===== src/hrmr_pkg.sv =====
// hrmr_pkg: types and constants shared by the report message reassembler
// no dependencies
`timescale 1ns / 1ps

package hrmr_pkg;

  // report framing
  localparam int unsigned REPORT_BYTES      = 64;
  localparam int unsigned MAX_CONTINUATIONS = 128;
  localparam int unsigned CHAN_BYTES        = 4;   // bytes 0..3 carry the channel id
  localparam int unsigned CONT_HDR_BYTES    = 5;   // continuation header length
  localparam int unsigned INIT_HDR_BYTES    = 7;   // initialisation header length
  localparam int unsigned LAST_POS          = 63;  // highest byte index a report can reach
  localparam int unsigned MAX_MESSAGE_BYTES =
    (REPORT_BYTES - INIT_HDR_BYTES) + MAX_CONTINUATIONS * (REPORT_BYTES - CONT_HDR_BYTES);

  // type byte: bit 7 marks an initialisation report
  localparam int unsigned TYPE_INIT_BIT = 7;

  // bit positions in the report kind flags
  localparam int unsigned KIND_INIT     = 0;
  localparam int unsigned KIND_ACTIVE   = 1;
  localparam int unsigned KIND_INREPORT = 2;

  // one input beat
  typedef struct packed {
    logic [7:0] report_byte;
    logic       first_of_report;
    logic [6:0] report_length;
  } item_t;

  // one result beat
  typedef struct packed {
    logic [31:0] channel_id;
    logic [7:0]  command_code;
    logic [12:0] message_length;
    logic [7:0]  payload_byte;
    logic [12:0] byte_offset;
    logic        message_last;
  } result_t;

endpackage


===== src/hrmr_if.sv =====
// hrmr_in_if and hrmr_out_if: valid/ready channels of the reassembler
// no dependencies
`timescale 1ns / 1ps

interface hrmr_in_if;
  logic       valid;
  logic       ready;
  logic [7:0] report_byte;
  logic       first_of_report;
  logic [6:0] report_length;

  modport source (output valid, output report_byte, output first_of_report,
                  output report_length, input ready);
  modport sink   (input valid, input report_byte, input first_of_report,
                  input report_length, output ready);
endinterface

interface hrmr_out_if;
  logic        valid;
  logic        ready;
  logic [31:0] channel_id;
  logic [7:0]  command_code;
  logic [12:0] message_length;
  logic [7:0]  payload_byte;
  logic [12:0] byte_offset;
  logic        message_last;

  modport source (output valid, output channel_id, output command_code,
                  output message_length, output payload_byte, output byte_offset,
                  output message_last, input ready);
  modport sink   (input valid, input channel_id, input command_code,
                  input message_length, input payload_byte, input byte_offset,
                  input message_last, output ready);
endinterface


===== src/hrmr_in_stage.sv =====
// hrmr_in_stage: input register holding one report byte beat
// depends on hrmr_pkg and hrmr_in_if
`timescale 1ns / 1ps

module hrmr_in_stage (
  input  logic            clk_i,
  input  logic            rst_ni,
  hrmr_in_if.sink         in_i,
  input  logic            slot_free_i,
  output logic            fire_o,
  output hrmr_pkg::item_t item_o
);
  import hrmr_pkg::*;

  logic  valid_q, valid_d;
  item_t item_q;
  logic  take;

  // beat moves on when the result slot can take it
  assign fire_o    = valid_q && slot_free_i;
  assign in_i.ready = !valid_q || slot_free_i;
  assign take      = in_i.valid && in_i.ready;
  assign item_o    = item_q;

  always_comb begin
    valid_d = valid_q;
    if (take) begin
      valid_d = 1'b1;
    end else if (fire_o) begin
      valid_d = 1'b0;
    end
  end

  // control
  always_ff @(posedge clk_i or negedge rst_ni) begin
    if (!rst_ni) begin
      valid_q <= 1'b0;
    end else begin
      valid_q <= valid_d;
    end
  end

  // payload
  always_ff @(posedge clk_i) begin
    if (take) begin
      item_q.report_byte     <= in_i.report_byte;
      item_q.first_of_report <= in_i.first_of_report;
      item_q.report_length   <= in_i.report_length;
    end
  end

endmodule


===== src/hrmr_core.sv =====
// hrmr_core: report parser and message state, one byte per fire
// depends on hrmr_pkg
`timescale 1ns / 1ps

module hrmr_core (
  input  logic              clk_i,
  input  logic              rst_ni,
  input  logic              fire_i,
  input  hrmr_pkg::item_t   item_i,
  output logic              res_valid_o,
  output hrmr_pkg::result_t res_o
);
  import hrmr_pkg::*;

  logic [31:0] cur_chan_q, cur_chan_d;
  logic [7:0]  cur_cmd_q, cur_cmd_d;
  logic [15:0] decl_len_q, decl_len_d;
  logic [12:0] remain_q, remain_d;
  logic [12:0] offset_q, offset_d;
  logic [7:0]  exp_seq_q, exp_seq_d;
  logic [5:0]  pos_q, pos_d;
  logic [2:0]  kind_q, kind_d;
  logic [31:0] inc_chan_q, inc_chan_d;

  logic [6:0]  rlen;
  logic [6:0]  pos;
  logic        go;
  logic [7:0]  b;
  logic [15:0] len;

  assign b = item_i.report_byte;

  // report length clamped to the report size
  assign rlen = (item_i.report_length > 7'(REPORT_BYTES)) ? 7'(REPORT_BYTES)
                                                          : item_i.report_length;

  // parse one byte
  always_comb begin
    cur_chan_d  = cur_chan_q;
    cur_cmd_d   = cur_cmd_q;
    decl_len_d  = decl_len_q;
    remain_d    = remain_q;
    offset_d    = offset_q;
    exp_seq_d   = exp_seq_q;
    pos_d       = pos_q;
    kind_d      = kind_q;
    inc_chan_d  = inc_chan_q;
    res_valid_o = 1'b0;
    pos         = '0;
    go          = 1'b0;
    len         = {decl_len_q[15:8], b};

    res_o.channel_id     = cur_chan_q;
    res_o.command_code   = cur_cmd_q;
    res_o.message_length = decl_len_q[12:0];
    res_o.payload_byte   = b;
    res_o.byte_offset    = offset_q;
    res_o.message_last   = (remain_q == 13'd1);

    // locate the byte in its report
    if (item_i.first_of_report) begin
      kind_d = '0;
      kind_d[KIND_INREPORT] = 1'b1;
      if (rlen < 7'(CONT_HDR_BYTES)) begin
        // short report closes the message
        remain_d = '0;
        kind_d   = '0;
        pos_d    = '0;
      end else begin
        go = 1'b1;
      end
    end else if (kind_q[KIND_INREPORT]) begin
      if (pos_q >= 6'(LAST_POS)) begin
        kind_d = '0;
      end else begin
        pos = {1'b0, pos_q} + 7'd1;
        go  = 1'b1;
      end
    end

    if (go) begin
      pos_d = pos[5:0];
      if (pos >= rlen) begin
        // past the end of the report
        kind_d = '0;
      end else if (pos < 7'(CHAN_BYTES)) begin
        // channel id bytes, least significant first
        case (pos[1:0])
          2'd0:    inc_chan_d = {24'd0, b};
          2'd1:    inc_chan_d[15:8]  = b;
          2'd2:    inc_chan_d[23:16] = b;
          default: inc_chan_d[31:24] = b;
        endcase
      end else if (pos == 7'(CHAN_BYTES)) begin
        // type byte: command or sequence number
        if (b[TYPE_INIT_BIT]) begin
          if (rlen < 7'(INIT_HDR_BYTES)) begin
            remain_d = '0;
            kind_d   = '0;
          end else begin
            kind_d[KIND_INIT] = 1'b1;
            cur_cmd_d = b;
          end
        end else if (remain_q != '0 && inc_chan_q == cur_chan_q && b == exp_seq_q) begin
          exp_seq_d = exp_seq_q + 8'd1;
          kind_d[KIND_ACTIVE] = 1'b1;
        end
      end else if (kind_q[KIND_INIT] && pos == 7'(CONT_HDR_BYTES)) begin
        // length high byte
        decl_len_d = {b, 8'd0};
      end else if (kind_q[KIND_INIT] && pos == 7'(CONT_HDR_BYTES + 1)) begin
        // length low byte opens or rejects the message
        decl_len_d = len;
        if (len > 16'(MAX_MESSAGE_BYTES)) begin
          remain_d = '0;
          kind_d   = '0;
        end else begin
          cur_chan_d = inc_chan_q;
          exp_seq_d  = '0;
          offset_d   = '0;
          remain_d   = len[12:0];
          kind_d[KIND_ACTIVE] = 1'b1;
        end
      end else if (kind_q[KIND_ACTIVE] && remain_q != '0) begin
        // payload byte
        res_valid_o = 1'b1;
        remain_d    = remain_q - 13'd1;
        offset_d    = offset_q + 13'd1;
      end
    end
  end

  // message and report state
  always_ff @(posedge clk_i or negedge rst_ni) begin
    if (!rst_ni) begin
      cur_chan_q <= '0;
      cur_cmd_q  <= '0;
      decl_len_q <= '0;
      remain_q   <= '0;
      offset_q   <= '0;
      exp_seq_q  <= '0;
      pos_q      <= '0;
      kind_q     <= '0;
      inc_chan_q <= '0;
    end else if (fire_i) begin
      cur_chan_q <= cur_chan_d;
      cur_cmd_q  <= cur_cmd_d;
      decl_len_q <= decl_len_d;
      remain_q   <= remain_d;
      offset_q   <= offset_d;
      exp_seq_q  <= exp_seq_d;
      pos_q      <= pos_d;
      kind_q     <= kind_d;
      inc_chan_q <= inc_chan_d;
    end
  end

endmodule


===== src/hrmr_out_stage.sv =====
// hrmr_out_stage: result register driving the output channel
// depends on hrmr_pkg and hrmr_out_if
`timescale 1ns / 1ps

module hrmr_out_stage (
  input  logic              clk_i,
  input  logic              rst_ni,
  input  logic              fire_i,
  input  logic              res_valid_i,
  input  hrmr_pkg::result_t res_i,
  output logic              slot_free_o,
  hrmr_out_if.source        out_o
);
  import hrmr_pkg::*;

  logic    valid_q, valid_d;
  result_t res_q;

  // slot is free when empty or being drained this cycle
  assign slot_free_o = !valid_q || out_o.ready;

  always_comb begin
    valid_d = valid_q;
    if (fire_i) begin
      valid_d = res_valid_i;
    end else if (out_o.ready) begin
      valid_d = 1'b0;
    end
  end

  // control
  always_ff @(posedge clk_i or negedge rst_ni) begin
    if (!rst_ni) begin
      valid_q <= 1'b0;
    end else begin
      valid_q <= valid_d;
    end
  end

  // payload
  always_ff @(posedge clk_i) begin
    if (fire_i && res_valid_i) begin
      res_q <= res_i;
    end
  end

  assign out_o.valid          = valid_q;
  assign out_o.channel_id     = res_q.channel_id;
  assign out_o.command_code   = res_q.command_code;
  assign out_o.message_length = res_q.message_length;
  assign out_o.payload_byte   = res_q.payload_byte;
  assign out_o.byte_offset    = res_q.byte_offset;
  assign out_o.message_last   = res_q.message_last;

endmodule


===== src/hid_report_message_reassembler_unit.sv =====
// Report message reassembler: one report byte in per cycle, payload bytes out.
// A payload byte passes the input register and the parser into the result register, which drives the output.
// Takes one byte per cycle while the output is not stalled; the parser state updates once per byte.
// Stalls on the output hold the input register and the input channel's ready.
// Reset (asynchronous, active low) closes any message and clears all parser state.
// Depends on hrmr_pkg, hrmr_in_if, hrmr_out_if, hrmr_in_stage, hrmr_core, hrmr_out_stage.
`timescale 1ns / 1ps

module hid_report_message_reassembler_unit (
  input  logic       clk_i,
  input  logic       rst_ni,
  hrmr_in_if.sink    in_i,
  hrmr_out_if.source out_o
);
  import hrmr_pkg::*;

  logic    fire;
  logic    slot_free;
  logic    res_valid;
  item_t   item;
  result_t res;

  // input register
  hrmr_in_stage u_in_stage (
    .clk_i       (clk_i),
    .rst_ni      (rst_ni),
    .in_i        (in_i),
    .slot_free_i (slot_free),
    .fire_o      (fire),
    .item_o      (item)
  );

  // parser and message state
  hrmr_core u_core (
    .clk_i       (clk_i),
    .rst_ni      (rst_ni),
    .fire_i      (fire),
    .item_i      (item),
    .res_valid_o (res_valid),
    .res_o       (res)
  );

  // result register
  hrmr_out_stage u_out_stage (
    .clk_i       (clk_i),
    .rst_ni      (rst_ni),
    .fire_i      (fire),
    .res_valid_i (res_valid),
    .res_i       (res),
    .slot_free_o (slot_free),
    .out_o       (out_o)
  );

endmodule


===== src/flat_wrapper.sv =====
// flat-port wrapper written by rule: the top's interface ports become plain ports
module hid_report_message_reassembler_unit_flat import hrmr_pkg::*;
  (clk_i, rst_ni, in_i_valid, in_i_report_byte, in_i_first_of_report, in_i_report_length, in_i_ready, out_o_valid, out_o_channel_id, out_o_command_code, out_o_message_length, out_o_payload_byte, out_o_byte_offset, out_o_message_last, out_o_ready);
  hrmr_in_if in_i_i ();
  hrmr_out_if out_o_i ();
  input  logic clk_i;
  input  logic rst_ni;
  input wire logic [$bits(in_i_i.valid)-1:0] in_i_valid;
  input wire logic [$bits(in_i_i.report_byte)-1:0] in_i_report_byte;
  input wire logic [$bits(in_i_i.first_of_report)-1:0] in_i_first_of_report;
  input wire logic [$bits(in_i_i.report_length)-1:0] in_i_report_length;
  output wire logic [$bits(in_i_i.ready)-1:0] in_i_ready;
  output wire logic [$bits(out_o_i.valid)-1:0] out_o_valid;
  output wire logic [$bits(out_o_i.channel_id)-1:0] out_o_channel_id;
  output wire logic [$bits(out_o_i.command_code)-1:0] out_o_command_code;
  output wire logic [$bits(out_o_i.message_length)-1:0] out_o_message_length;
  output wire logic [$bits(out_o_i.payload_byte)-1:0] out_o_payload_byte;
  output wire logic [$bits(out_o_i.byte_offset)-1:0] out_o_byte_offset;
  output wire logic [$bits(out_o_i.message_last)-1:0] out_o_message_last;
  input wire logic [$bits(out_o_i.ready)-1:0] out_o_ready;
  assign in_i_i.valid = in_i_valid;
  assign in_i_i.report_byte = in_i_report_byte;
  assign in_i_i.first_of_report = in_i_first_of_report;
  assign in_i_i.report_length = in_i_report_length;
  assign in_i_ready = in_i_i.ready;
  assign out_o_valid = out_o_i.valid;
  assign out_o_channel_id = out_o_i.channel_id;
  assign out_o_command_code = out_o_i.command_code;
  assign out_o_message_length = out_o_i.message_length;
  assign out_o_payload_byte = out_o_i.payload_byte;
  assign out_o_byte_offset = out_o_i.byte_offset;
  assign out_o_message_last = out_o_i.message_last;
  assign out_o_i.ready = out_o_ready;
  hid_report_message_reassembler_unit u_core (.clk_i(clk_i), .rst_ni(rst_ni), .in_i(in_i_i), .out_o(out_o_i));
endmodule

===== config.mk =====
export PLATFORM = sky130hd
export DESIGN_NAME = hid_report_message_reassembler_unit_flat
export DESIGN_NICKNAME = d
export VERILOG_FILES = /design/src/hrmr_pkg.sv /design/src/hrmr_if.sv /design/src/hrmr_in_stage.sv /design/src/hrmr_core.sv /design/src/hrmr_out_stage.sv /design/src/hid_report_message_reassembler_unit.sv /design/src/flat_wrapper.sv
export SDC_FILE = /design/constraint.sdc
export NUM_CORES = 1
export LEC_CHECK = 0
export ABC_AREA = 1
export BUFFER_PORTS_ARGS = -buffer_cell sky130_fd_sc_hd__buf_2
export CORE_UTILIZATION = 35
export DETAILED_ROUTE_END_ITERATION = 8
export GPL_ROUTABILITY_DRIVEN = 0
export PLACE_DENSITY_LB_ADDON = 0.25
export SKIP_CTS_REPAIR_TIMING = 1
export SKIP_LAST_GASP = 1
export SLEW_MARGIN = 10
export SYNTH_ARGS = -nofsm -noshare
export SYNTH_HDL_FRONTEND = slang
export SYNTH_SLANG_ARGS = --single-unit

===== constraint.sdc =====
create_clock -name clk_i -period 8.2 [get_ports clk_i]
set_input_delay 0.82 -clock clk_i [delete_from_list [all_inputs] [get_ports clk_i]]
set_output_delay 0.82 -clock clk_i [all_outputs]
set_load 0.02 [all_outputs]

==> results.json, run 1 <==
{
  "die_w_microns": 178,
  "post_synth.cell_area_avg_sq_um": 9.17,
  "grt_pass1_wl_mm": 43.0,
  "critPathRequiredTime_ns": 8.36,
  "rsz0062_at_grt": "no",
  "cp_num_buf_inv": 6,
  "fin_area_sq_mm": 0.0126,
  "synthToLayoutAreaGrowth_pct": 16.0,
  "p_leak_uw": 0.00540,
  "cts-root-buf": "clkbuf_16",
  "grt_pass1_vias": 7763,
  "fp.dieH_microns": 178,
  "fin_crit_ns": 4.85,
  "fmax_mhz": 206,
  "finalHoldViolCount": 0,
  "wl_per_cell_microns": 16.0,
  "setup_violations": 0,
  "ir_drop_mv": 0.126,
  "drive_above_1_share_pct": 18.6,
  "ys_types": 47,
  "antenna_found_initial": 0,
  "clock_skew_ns": 0.0157,
  "path_delay_family": "simple AND/OR/NAND/NOR gates",
  "synth_area_sq_mm": 0.0108,
  "die_area_sq_mm": 0.0317,
  "clkTransAtPathRegs_ns": 0.06,
  "postPlaceCellArea_sq_mm": 0.0117,
  "critPathArrivalTime_ns": 5.01,
  "relSlewSlack_pct": 42.6,
  "antennaDiodeCount": 0,
  "dr.pass1.iters": 5,
  "cts-buffers-inserted": 26,
  "syn_inst": 1183,
  "grtUsageTotal_pct": 17.5,
  "cts_num_sinks": 224,
  "slowest_delay_ns": 0.78,
  "drc": 0,
  "drv_slew": 0,
  "grt_overflow_total": 0,
  "drt_iter0_markers": 696,
  "htreeDepth": 1,
  "status": "finished, final reports clean",
  "initial_core_util_pct": 35.5,
  "avgViaCountPerCell": 4.90,
  "crit_cells": 20,
  "synth-seq-cells": 224,
  "crit_path_end_kind": "flop",
  "clock_path_buffers": 3,
  "synth_nets": 1218,
  "hp-class": "in -> async",
  "cts_tree": "built",
  "worstPathCellList": "ha_1 > nand3_2 > o21ai_1 > nor2_1 > inv_1 > ha_1 > inv_1 > nand2_1 > nand2_1 > nand3b_1 > nand2_1 > inv_1 > a21oi_2 > inv_2 > nor2_8 > nand2_2 > inv_2 > nand2_2 > nor2_4 > buf_4",
  "worstSetupPathType": "reg -> reg",
  "ant_nets": 0,
  "cap_violations": 0,
  "dp_cells": 1655,
  "r2r_setup_slack_ns": 3.35,
  "vias": 8352,
  "worst-path-max-fanout": 51,
  "rows": 64,
  "ios": 97,
  "grt_max_degree": 88,
  "final_cells": 1703,
  "fin_tns_setup_ns": 0,
  "synth_seq_area_share_pct": 55.9,
  "period_share_pct": 59.2,
  "core_region_area_sq_mm": 0.0305,
  "yosysWarningCount": 0,
  "dp_hpwl_mm": 19.5,
  "r2r_cells": 20,
  "num-nets-final": 1322,
  "cp-start-kind": "flop",
  "insertion_delay_ns": 0.53,
  "port_buffers": 96,
  "tightestPinTransition_ns": 0.859,
  "drt-total-wl_mm": 27.3,
  "p_per_area_mw_per_mm2": 220,
  "cp_slowest_cell": "nor2_4"
}
==> final cells by class <==
| type | count | area (sq um) |
|---|---|---|
| Clock buffer | 32 | 704 |
| Tap cell | 396 | 495 |
| Sequential cell | 224 | 6060 |
| Multi-Input combinational cell | 804 | 4140 |
| Inverter | 132 | 498 |
| Timing Repair Buffer | 99 | 509 |
| Clock inverter | 16 | 183 |
| Fill cell | 3021 | 17900 |
==> Yosys cell counts, drive strengths merged <==
master / instances / share of area (%)
edfxtp: 91 / 25
conb: 1 / 0.035
nand2: 369 / 13
nor3: 15 / 1.0
o211ai: 3 / 0.21
buf: 19 / 1.3
a31oi: 1 / 0.058
a31o: 1 / 0.081
o21bai: 1 / 0.069
xor2: 11 / 0.89
or2: 19 / 1.1
a21oi: 21 / 1.0
nor3b: 1 / 0.069
o311ai: 1 / 0.081
o22ai: 11 / 0.63
ha: 15 / 1.7
nor2: 85 / 3.7
and2: 1 / 0.058
o21ai: 117 / 6.4
nand3: 74 / 3.9
clkbuf: 4 / 0.14
nand4: 39 / 2.4
inv: 131 / 4.6
xnor2: 8 / 0.65
and3: 2 / 0.12
nand3b: 8 / 0.55
clkinv: 1 / 0.035
dfrtp: 133 / 31
==> power by group <==
part / leakage [uW] / switching [uW] / internal, uW
clock: 0.000423 / 470 / 709
sequential: 0.00256 / 49.0 / 1220
combinational: 0.00242 / 223 / 105
total: 0.00540 / 743 / 2030
==> sequential cells by signal (all words and copies together) (netlist names) <==
| register | cells |
|---|---|
| u_core.u_core.cur_chan_q | 32 |
| u_core.u_core.cur_cmd_q | 8 |
| u_core.u_core.decl_len_q | 16 |
| u_core.u_core.exp_seq_q | 8 |
| u_core.u_core.inc_chan_q | 32 |
| u_core.u_core.kind_q | 3 |
| u_core.u_core.offset_q | 13 |
| u_core.u_core.pos_q | 6 |
| u_core.u_core.remain_q | 13 |
| u_core.u_in_stage.item_o | 16 |
| u_core.u_in_stage.valid_q | 1 |
| u_core.u_out_stage.out_o.byte_offset | 13 |
| u_core.u_out_stage.out_o.channel_id | 32 |
| u_core.u_out_stage.out_o.command_code | 8 |
| u_core.u_out_stage.out_o.message_last | 1 |
| u_core.u_out_stage.out_o.message_length | 13 |
| u_core.u_out_stage.out_o.payload_byte | 8 |
| u_core.u_out_stage.out_o.valid | 1 |
==> kinds of logic (layout without fill, tap and decap cells) <==
group           after synthesis  after routing  synth area share, %
simple gates                613            613                 26.2
flops                       224            224                 55.9
compound gates              156            156                 8.61
buf+inv                     155            279                 6.06
xor+xnor                     19             19                 1.53
fa+ha+maj                    15             15                 1.73
other cells                   1              1               0.0346
==> per-stage QoR <==
| stage | total power (uW) | hold slack (ns) | setup WS [ns] | util, % |
|---|---|---|---|---|
| 6_report | 2770 | 0.365 | 3.35 | 41.3 |
| 5_1_grt | 2900 | 0.420 | 2.86 | 41.3 |
| 4_1_cts | 2800 | 0.402 | 3.27 | 41.3 |
| 3_5_place_dp | 1610 | 0.435 | 3.31 | 38.3 |
| 3_3_place_gp | 1610 | 0.430 | 3.40 | 38.3 |
| 2_1_floorplan | 1500 | 0.421 | 2.07 | - |
==> path summary, 6_finish.rpt <==
| check | startpoint | end |
|---|---|---|
| worst max-delay path | u_core.u_core.pos_q[0] | u_core.u_out_stage.out_o.byte_offset[12] |
| worst min-delay path | rst_ni | u_core.u_core.decl_len_q[1] |
| worst max register to register | u_core.u_core.pos_q[0] | u_core.u_out_stage.out_o.byte_offset[12] |
| worst min register to register | u_core.u_core.cur_cmd_q[7] | u_core.u_out_stage.out_o.command_code[7] |
| max in group asynchronous | rst_ni | u_core.u_core.cur_chan_q[24] |
| min in group clk_i | u_core.u_core.cur_cmd_q[7] | u_core.u_out_stage.out_o.command_code[7] |
==> cell usage in the layout, fill, tap and decap left out, types with 4 or more instances in the layout <==
| cell | instances |
|---|---|
| or2_2 | 18 |
| xnor2_1 | 8 |
| nand3_1 | 69 |
| nand4_1 | 38 |
| o21ai_0 | 43 |
| nor2_1 | 72 |
| nand2_4 | 4 |
| inv_1 | 118 |
| o21ai_1 | 44 |
| ha_1 | 15 |
| o22ai_1 | 11 |
| a21oi_1 | 19 |
| clkinvlp_4 | 5 |
| clkinv_2 | 6 |
| nor2_4 | 9 |
| nand2_2 | 9 |
| buf_2 | 95 |
| inv_2 | 12 |
| clkbuf_1 | 4 |
| xor2_1 | 11 |
| nand3b_1 | 8 |
| o21ai_2 | 30 |
| nand2_1 | 356 |
| clkbuf_16 | 27 |
| edfxtp_1 | 91 |
| nor3_1 | 11 |
| dfrtp_1 | 133 |
==> layer usage <==
layer | GRT usage [%] | share of wire [%]
met1 | 25.5 | 47
met2 | 26.9 | 44
met3 | 2.62 | 6.5
met4 | 4.67 | 2.0
met5 | 0 | 0
Power figures use the tool's default switching activity.
==> run 2: changes to the inputs <==
--- a/config.mk
+++ b/config.mk
@@ -5,7 +5,7 @@
 export SDC_FILE = /design/constraint.sdc
 export NUM_CORES = 1
 export LEC_CHECK = 0
-export ABC_AREA = 1
+export ABC_AREA = 0
 export BUFFER_PORTS_ARGS = -buffer_cell sky130_fd_sc_hd__buf_2
 export CORE_UTILIZATION = 35
 export DETAILED_ROUTE_END_ITERATION = 8
==> constraint.sdc (replaced) <==
create_clock -name clk_i -period 4.6 [get_ports clk_i]
set_input_delay 0.46 -clock clk_i [delete_from_list [all_inputs] [get_ports clk_i]]
set_output_delay 0.46 -clock clk_i [all_outputs]
set_load 0.02 [all_outputs]
==> run 2 against run 1 <==
Against the previous run:
- critical path depth shrank 6
- utilization rose by 0.86 points
- first-iteration DRC count shrank 6.6%
- fmax grew 17%
- power up 65%
- worst hold slack worse by 0.29 ns
- final cell count fell by 22%
- routed wire length is 11% lower
- synthesized cell count decreased by 31%
- critical endpoint is now u_core.u_core.decl_len_q[2]
- combinational power rose by 18%
==> results.json, run 2 <==
{
  "status": "finished, final reports clean",
  "synth-seq-cells": 224,
  "synth.largest_area_cell": "dfrtp_1",
  "cpMostUsedCell": "nand2_1",
  "r2r_cells": 14,
  "insertion_delay_ns": 0.54,
  "synth_edf_count": 91,
  "drive_above_1_share_pct": 20.2,
  "grt_overflow_total": 0,
  "drc": 0,
  "clockPowerShare_pct": 43.1,
  "met1_length_mm": 11.7,
  "critPathArrivalTime_ns": 4.59,
  "ys_types": 65,
  "grt_pass1_vias": 6493,
  "muxShareOfSynthArea_pct": 3.78,
  "num-nets-final": 960,
  "cp-start-kind": "flop",
  "drt-total-wl_mm": 24.2,
  "fp.dieH_microns": 170,
  "antennaDiodeCount": 0,
  "most-common-layout-cells": "dfrtp_1, buf_2, edfxtp_1",
  "syn_inst": 812,
  "dr.pass1.iters": 5,
  "setup_slack_ns": 0.442,
  "grt_pass1_wl_mm": 37.8,
  "power_uw": 4580,
  "timing.hold.ws_ns": 0.0757,
  "ant_nets": 0,
  "drt_iter0_markers": 650,
  "period_share_pct": 90.4,
  "die_w_microns": 170,
  "synth-simple-area-share_pct": 14.3,
  "routed-wl-met2_mm": 10.9,
  "core_region_area_sq_mm": 0.0277,
  "clock_skew_ns": 0.0133,
  "switchingPower_uw": 1120,
  "initial_core_util_pct": 35.5,
  "synth_common_cells": "dfrtp_1, edfxtp_1, nand2_1, o21ai_0, xnor2_1",
  "dp_cells": 1276,
  "vias": 6843,
  "synth-compound-area-share_pct": 11.7,
  "worstReg2RegStart": "u_core.u_core.pos_q[0]",
  "finalHoldViolCount": 0,
  "port_buffers": 96,
  "cts-buffers-inserted": 25,
  "p_leak_uw": 0.00457,
  "slowest_delay_ns": 0.71,
  "cap_violations": 0,
  "clock_path_buffers": 3,
  "r2r_setup_slack_ns": 0.44,
  "post_synth.cell_area_avg_sq_um": 12.1,
  "synth_top_family_by_area": "simple AND/OR/NAND/NOR gates",
  "sw_frac_of_total_pct": 24.6,
  "critPathRequiredTime_ns": 5.03,
  "pwr-share-comb_pct": 8.4,
  "tightestPinTransition_ns": 1.02,
  "hp-class": "in -> async",
  "final_common_cell": "dfrtp_1",
  "top_layer": "met4",
  "dp_hpwl_mm": 16.8,
  "fin_crit_ns": 4.16,
  "grt_max_degree": 108,
  "synthToLayoutAreaGrowth_pct": 18.5,
  "synthArstFlopShare_pct": 59.4,
  "crit_path_end_kind": "flop",
  "ios": 97,
  "relSlewSlack_pct": 32.1,
  "p_per_area_mw_per_mm2": 392,
  "fin_tns_setup_ns": 0,
  "worst-path-max-fanout": 8,
  "synth_seq_area_share_pct": 61.6,
  "wl_met3_mm": 1.15,
  "ir_drop_mv": 0.257,
  "seq_power_share_pct": 48.4,
  "place_ws_ns": 0.502,
  "rsz0062_at_grt": "no",
  "synth.top_cell.area_share_pct": 33.8,
  "worstPathCellList": "ha_1 > and4_1 > nand2_1 > nand2_1 > nor2_1 > inv_1 > ha_1 > nand2b_1 > a21o_1 > a31o_2 > nor3_4 > nand2_1 > or4_1 > a22o_1",
  "cts_num_sinks": 224,
  "worstSetupPathType": "reg -> reg",
  "htreeDepth": 1,
  "synthFlopType": "dfrtp_1",
  "synth_area_sq_mm": 0.00984,
  "cell_internal_pwr_uw": 3450,
  "synth_nets": 847,
  "yosysWarningCount": 0,
  "die_area_sq_mm": 0.0288,
  "r2r-end": "u_core.u_core.decl_len_q[2]",
  "yosysMostFrequentCell": "dfrtp_1",
  "cts_tree": "built",
  "yosys-top-cells-area": "dfrtp_1, edfxtp_1, xnor2_1",
  "drv_slew": 0,
  "rows": 61,
  "wl_per_cell_microns": 18.3,
  "cp_slowest_cell": "or4_1",
  "fmax_mhz": 240,
  "final_cells": 1322,
  "antenna_found_initial": 0,
  "synthAdderAreaFrac_pct": 1.91,
  "setup_violations": 0,
  "grtUsageTotal_pct": 17.0,
  "cts-root-buf": "clkbuf_16",
  "synth_xor_area_share_pct": 4.18,
  "avgViaCountPerCell": 5.18,
  "clkTransAtPathRegs_ns": 0.06
}
==> run 2: layer usage <==
layer | vias to the layer above | global-route usage [%]
li1 | 3255 | -
met1 | 3348 | 25.0
met2 | 199 | 26.0
met3 | 41 | 2.66
met4 | 0 | 4.15
met5 | - | 0
==> run 2: critical path, delay by kind of cell, from the launching register on <==
family | cells | cell delay [ns]
adder cells (fa/ha/maj) | 2 | 0.57
flip-flops | 1 | 0.42
buffers and inverters | 1 | 0.15
AND/OR/NAND/NOR | 8 | 2.18
AO/OA/AOI/OAI | 3 | 0.73
==> run 2: worst max path at each step <==
stage	startpoint	endpoint	slack, ns	cells after the start
6_report	u_core.u_core.pos_q[0]	u_core.u_core.decl_len_q[2]	0.44	14
3_3_place_gp	u_core.u_core.pos_q[0]	u_core.u_core.decl_len_q[0]	0.59	14
3_5_place_dp	u_core.u_core.pos_q[0]	u_core.u_core.decl_len_q[6]	0.50	14
4_1_cts	u_core.u_core.pos_q[0]	u_core.u_core.decl_len_q[2]	0.48	14
2_1_floorplan	u_core.u_core.pos_q[0]	u_core.u_out_stage.out_o.byte_offset[0]	0.23	13
5_1_grt	u_core.u_core.pos_q[0]	u_core.u_core.decl_len_q[3]	0.12	14
==> run 2: power groups by stage <==
stage                     clock [uW]  sequential [uW]  combinational, uW
final                           1970             2220                386
after CTS                       2020             2220                386
after global routing            2090             2230                429
after global placement             0             2250                382
after detailed placement           0             2250                383
after floorplan                    0             2230                246
==> run 2: through the flow <==
step / cell area (sq um) / utilization (%)
6_report: 11700 / 42.1
5_1_grt: 11700 / 42.1
4_1_cts: 11700 / 42.1
3_5_place_dp: 10900 / 39.2
3_3_place_gp: 10900 / 39.2
2_1_floorplan: 9850 / -
==> run 2: area by class of cell <==
class	count	area, sq um
clock buffer	35	693
clock inverter	11	118
fill	2618	16000
inverter	30	113
multi-input combinational	526	3550
sequential	224	6060
tap	378	473
timing repair buffer	118	664
==> run 2: logic make-up (layout without fill, tap and decap cells) <==
kind of cell	count (synthesis)	in the layout
adders and majority gates	15	15
DFF	224	224
xor gates and xnor gates	47	47
AOI/OAI and AO/OA	166	166
other	1	1
muxes	34	34
buffers and inverters	62	194
and+or+nand+nor	263	263
==> run 3: changes to the inputs <==
--- a/config.mk
+++ b/config.mk
@@ -7,7 +7,7 @@
 export LEC_CHECK = 0
 export ABC_AREA = 0
 export BUFFER_PORTS_ARGS = -buffer_cell sky130_fd_sc_hd__buf_2
-export CORE_UTILIZATION = 35
+export CORE_UTILIZATION = 55
 export DETAILED_ROUTE_END_ITERATION = 8
 export GPL_ROUTABILITY_DRIVEN = 0
 export PLACE_DENSITY_LB_ADDON = 0.25
==> run 3 against run 2 <==
Against the previous run:
- power is 4.5% lower
- clock skew rose by 0.0038 ns
- global-route usage rose by 8.8 points
- utilization up 23 points
- first-iteration DRC count decreased by 13%
- worst hold slack improved by 0.045 ns
- largest power group unchanged
- via count up 1.5%
- critical endpoint is now u_core.u_core.decl_len_q[1]
- sequential share of layout area increased by 1.5 points
- non-clock buffer count is 6 lower
==> results.json, run 3 (synthesis results as in run 2) <==
{
  "status": "finished, final reports clean",
  "final_common_cell": "dfrtp_1",
  "final_cells": 1159,
  "grtUsageMet2_pct": 38.5,
  "worstSetupPathType": "reg -> reg",
  "path_delay_family": "simple AND/OR/NAND/NOR gates",
  "clkTransAtPathRegs_ns": 0.06,
  "pwr-share-comb_pct": 8.5,
  "rows": 48,
  "htreeDepth": 1,
  "num-nets-final": 952,
  "initial_core_util_pct": 56.7,
  "finalHoldViolCount": 0,
  "die_area_sq_mm": 0.0184,
  "ant_nets": 0,
  "vias": 6943,
  "place_ws_ns": 0.493,
  "antennaDiodeCount": 0,
  "busiest_layer": "met2",
  "fin_tns_setup_ns": 0,
  "clock_path_buffers": 3,
  "grt_util_met1_pct": 37.7,
  "seqCellArea_sq_mm": 0.00606,
  "grtUsageTotal_pct": 25.7,
  "dp_cells": 1117,
  "insertion_delay_ns": 0.52,
  "drt_iter0_markers": 563,
  "dp_hpwl_mm": 15.2,
  "clockPowerShare_pct": 40.6,
  "switchingPower_uw": 1050,
  "avgViaCountPerCell": 5.99,
  "rsz0062_at_grt": "no",
  "period_share_pct": 91.5,
  "slowest_delay_ns": 0.70,
  "ios": 97,
  "cpMostUsedCell": "nand2_1",
  "power_uw": 4370,
  "drv_slew": 0,
  "critPathArrivalTime_ns": 4.60,
  "cp_num_buf_inv": 1,
  "cts-buffers-inserted": 23,
  "setup_violations": 0,
  "clock_skew_ns": 0.0170,
  "grt_max_degree": 83,
  "met3_usage_pct": 4.30,
  "critPathRequiredTime_ns": 4.99,
  "synthToLayoutAreaGrowth_pct": 15.1,
  "fin_crit_ns": 4.21,
  "p_leak_uw": 0.00451,
  "port_buffers": 96,
  "drt-total-wl_mm": 22.4,
  "drc": 0,
  "tightestPinTransition_ns": 1.05,
  "worst-path-max-fanout": 8,
  "cts-root-buf": "clkbuf_16",
  "grt_pass1_wl_mm": 36.0,
  "worstPathCellList": "ha_1 > and4_1 > nand2_1 > nand2_1 > nor2_1 > inv_1 > ha_1 > nand2b_1 > a21o_1 > a31o_2 > nor3_4 > nand2_1 > or4_1 > a22o_1",
  "wl_per_cell_microns": 19.3,
  "cap_violations": 0,
  "cp_slowest_cell": "or4_1",
  "cts_num_sinks": 224,
  "multiInputGateArea_sq_mm": 0.00355,
  "seq_power_share_pct": 50.9,
  "relSlewSlack_pct": 29.3,
  "cts_tree": "built",
  "setup_slack_ns": 0.390,
  "cell_internal_pwr_uw": 3320,
  "hp-class": "in -> reg",
  "antenna_found_initial": 0,
  "utilization_pct": 65.3,
  "cp-start-kind": "flop",
  "final.fill_count": 1312,
  "core_region_area_sq_mm": 0.0174,
  "r2r_setup_slack_ns": 0.39,
  "ir_drop_mv": 0.314,
  "sw_frac_of_total_pct": 24.0,
  "most-common-layout-cells": "dfrtp_1, buf_2, edfxtp_1",
  "die_w_microns": 136,
  "fmax_mhz": 238,
  "dr.pass1.iters": 5,
  "drive_above_1_share_pct": 19.6,
  "p_per_area_mw_per_mm2": 386,
  "fp.dieH_microns": 136,
  "grt_pass1_vias": 6572,
  "crit_path_end_kind": "flop",
  "grt_overflow_total": 0
}
[run 3: layout make-up]
cell class | instances | area share [%]
inverters | 30 | 0.994
multi-input cells | 526 | 31.3
repair buffers | 112 | 5.43
clock inverters | 11 | 0.950
flip-flops and latches | 224 | 53.5
well taps | 225 | 2.48
clock buffers | 31 | 5.35
[run 3: routing by layer]
layer	part of all wire [%]	vias to the layer above
met5	0	-
met4	3.3	0
met3	7.3	49
met2	45	299
met1	45	3363
li1	-	3232
[run 3: worst reg2reg max path, delay by kind of cell (launching register included)]
family                   cells  cell delay, ns
AO/OA/AOI/OAI                3            0.73
adder cells (fa/ha/maj)      2            0.57
buffers and inverters        1            0.16
flip-flops                   1            0.42
AND/OR/NAND/NOR              8            2.21
[run 3: path summary, 6_finish.rpt]
| path | cells past startpoint | to | startpoint |
|---|---|---|---|
| worst max-delay path | 14 | u_core.u_core.decl_len_q[1] | u_core.u_core.pos_q[0] |
| worst min-delay path | 1 | u_core.u_in_stage.item_o[4] | in_i_report_length[4] |
| worst max register to register | 14 | u_core.u_core.decl_len_q[1] | u_core.u_core.pos_q[0] |
| worst min register to register | 0 | u_core.u_out_stage.out_o.command_code[6] | u_core.u_core.cur_cmd_q[6] |
| max in group asynchronous | 2 | u_core.u_core.remain_q[2] | rst_ni |
| min in group asynchronous | 1 | u_core.u_core.cur_chan_q[14] | rst_ni |
[run 3: power groups by stage]
stage | logic (uW) | clock network (uW) | registers [uW]
after detailed placement | 364 | 0 | 2260
after global placement | 361 | 0 | 2250
final | 373 | 1780 | 2220
after floorplan | 246 | 0 | 2230
after global routing | 411 | 1880 | 2230
after CTS | 368 | 1800 | 2220
[run 3: metrics by stage]
step	hold WS [ns]	area (sq um)
3_5_place_dp	0.442	10600
3_3_place_gp	0.436	10600
4_1_cts	0.107	11300
6_report	0.120	11300
2_1_floorplan	0.164	9850
5_1_grt	0.110	11300
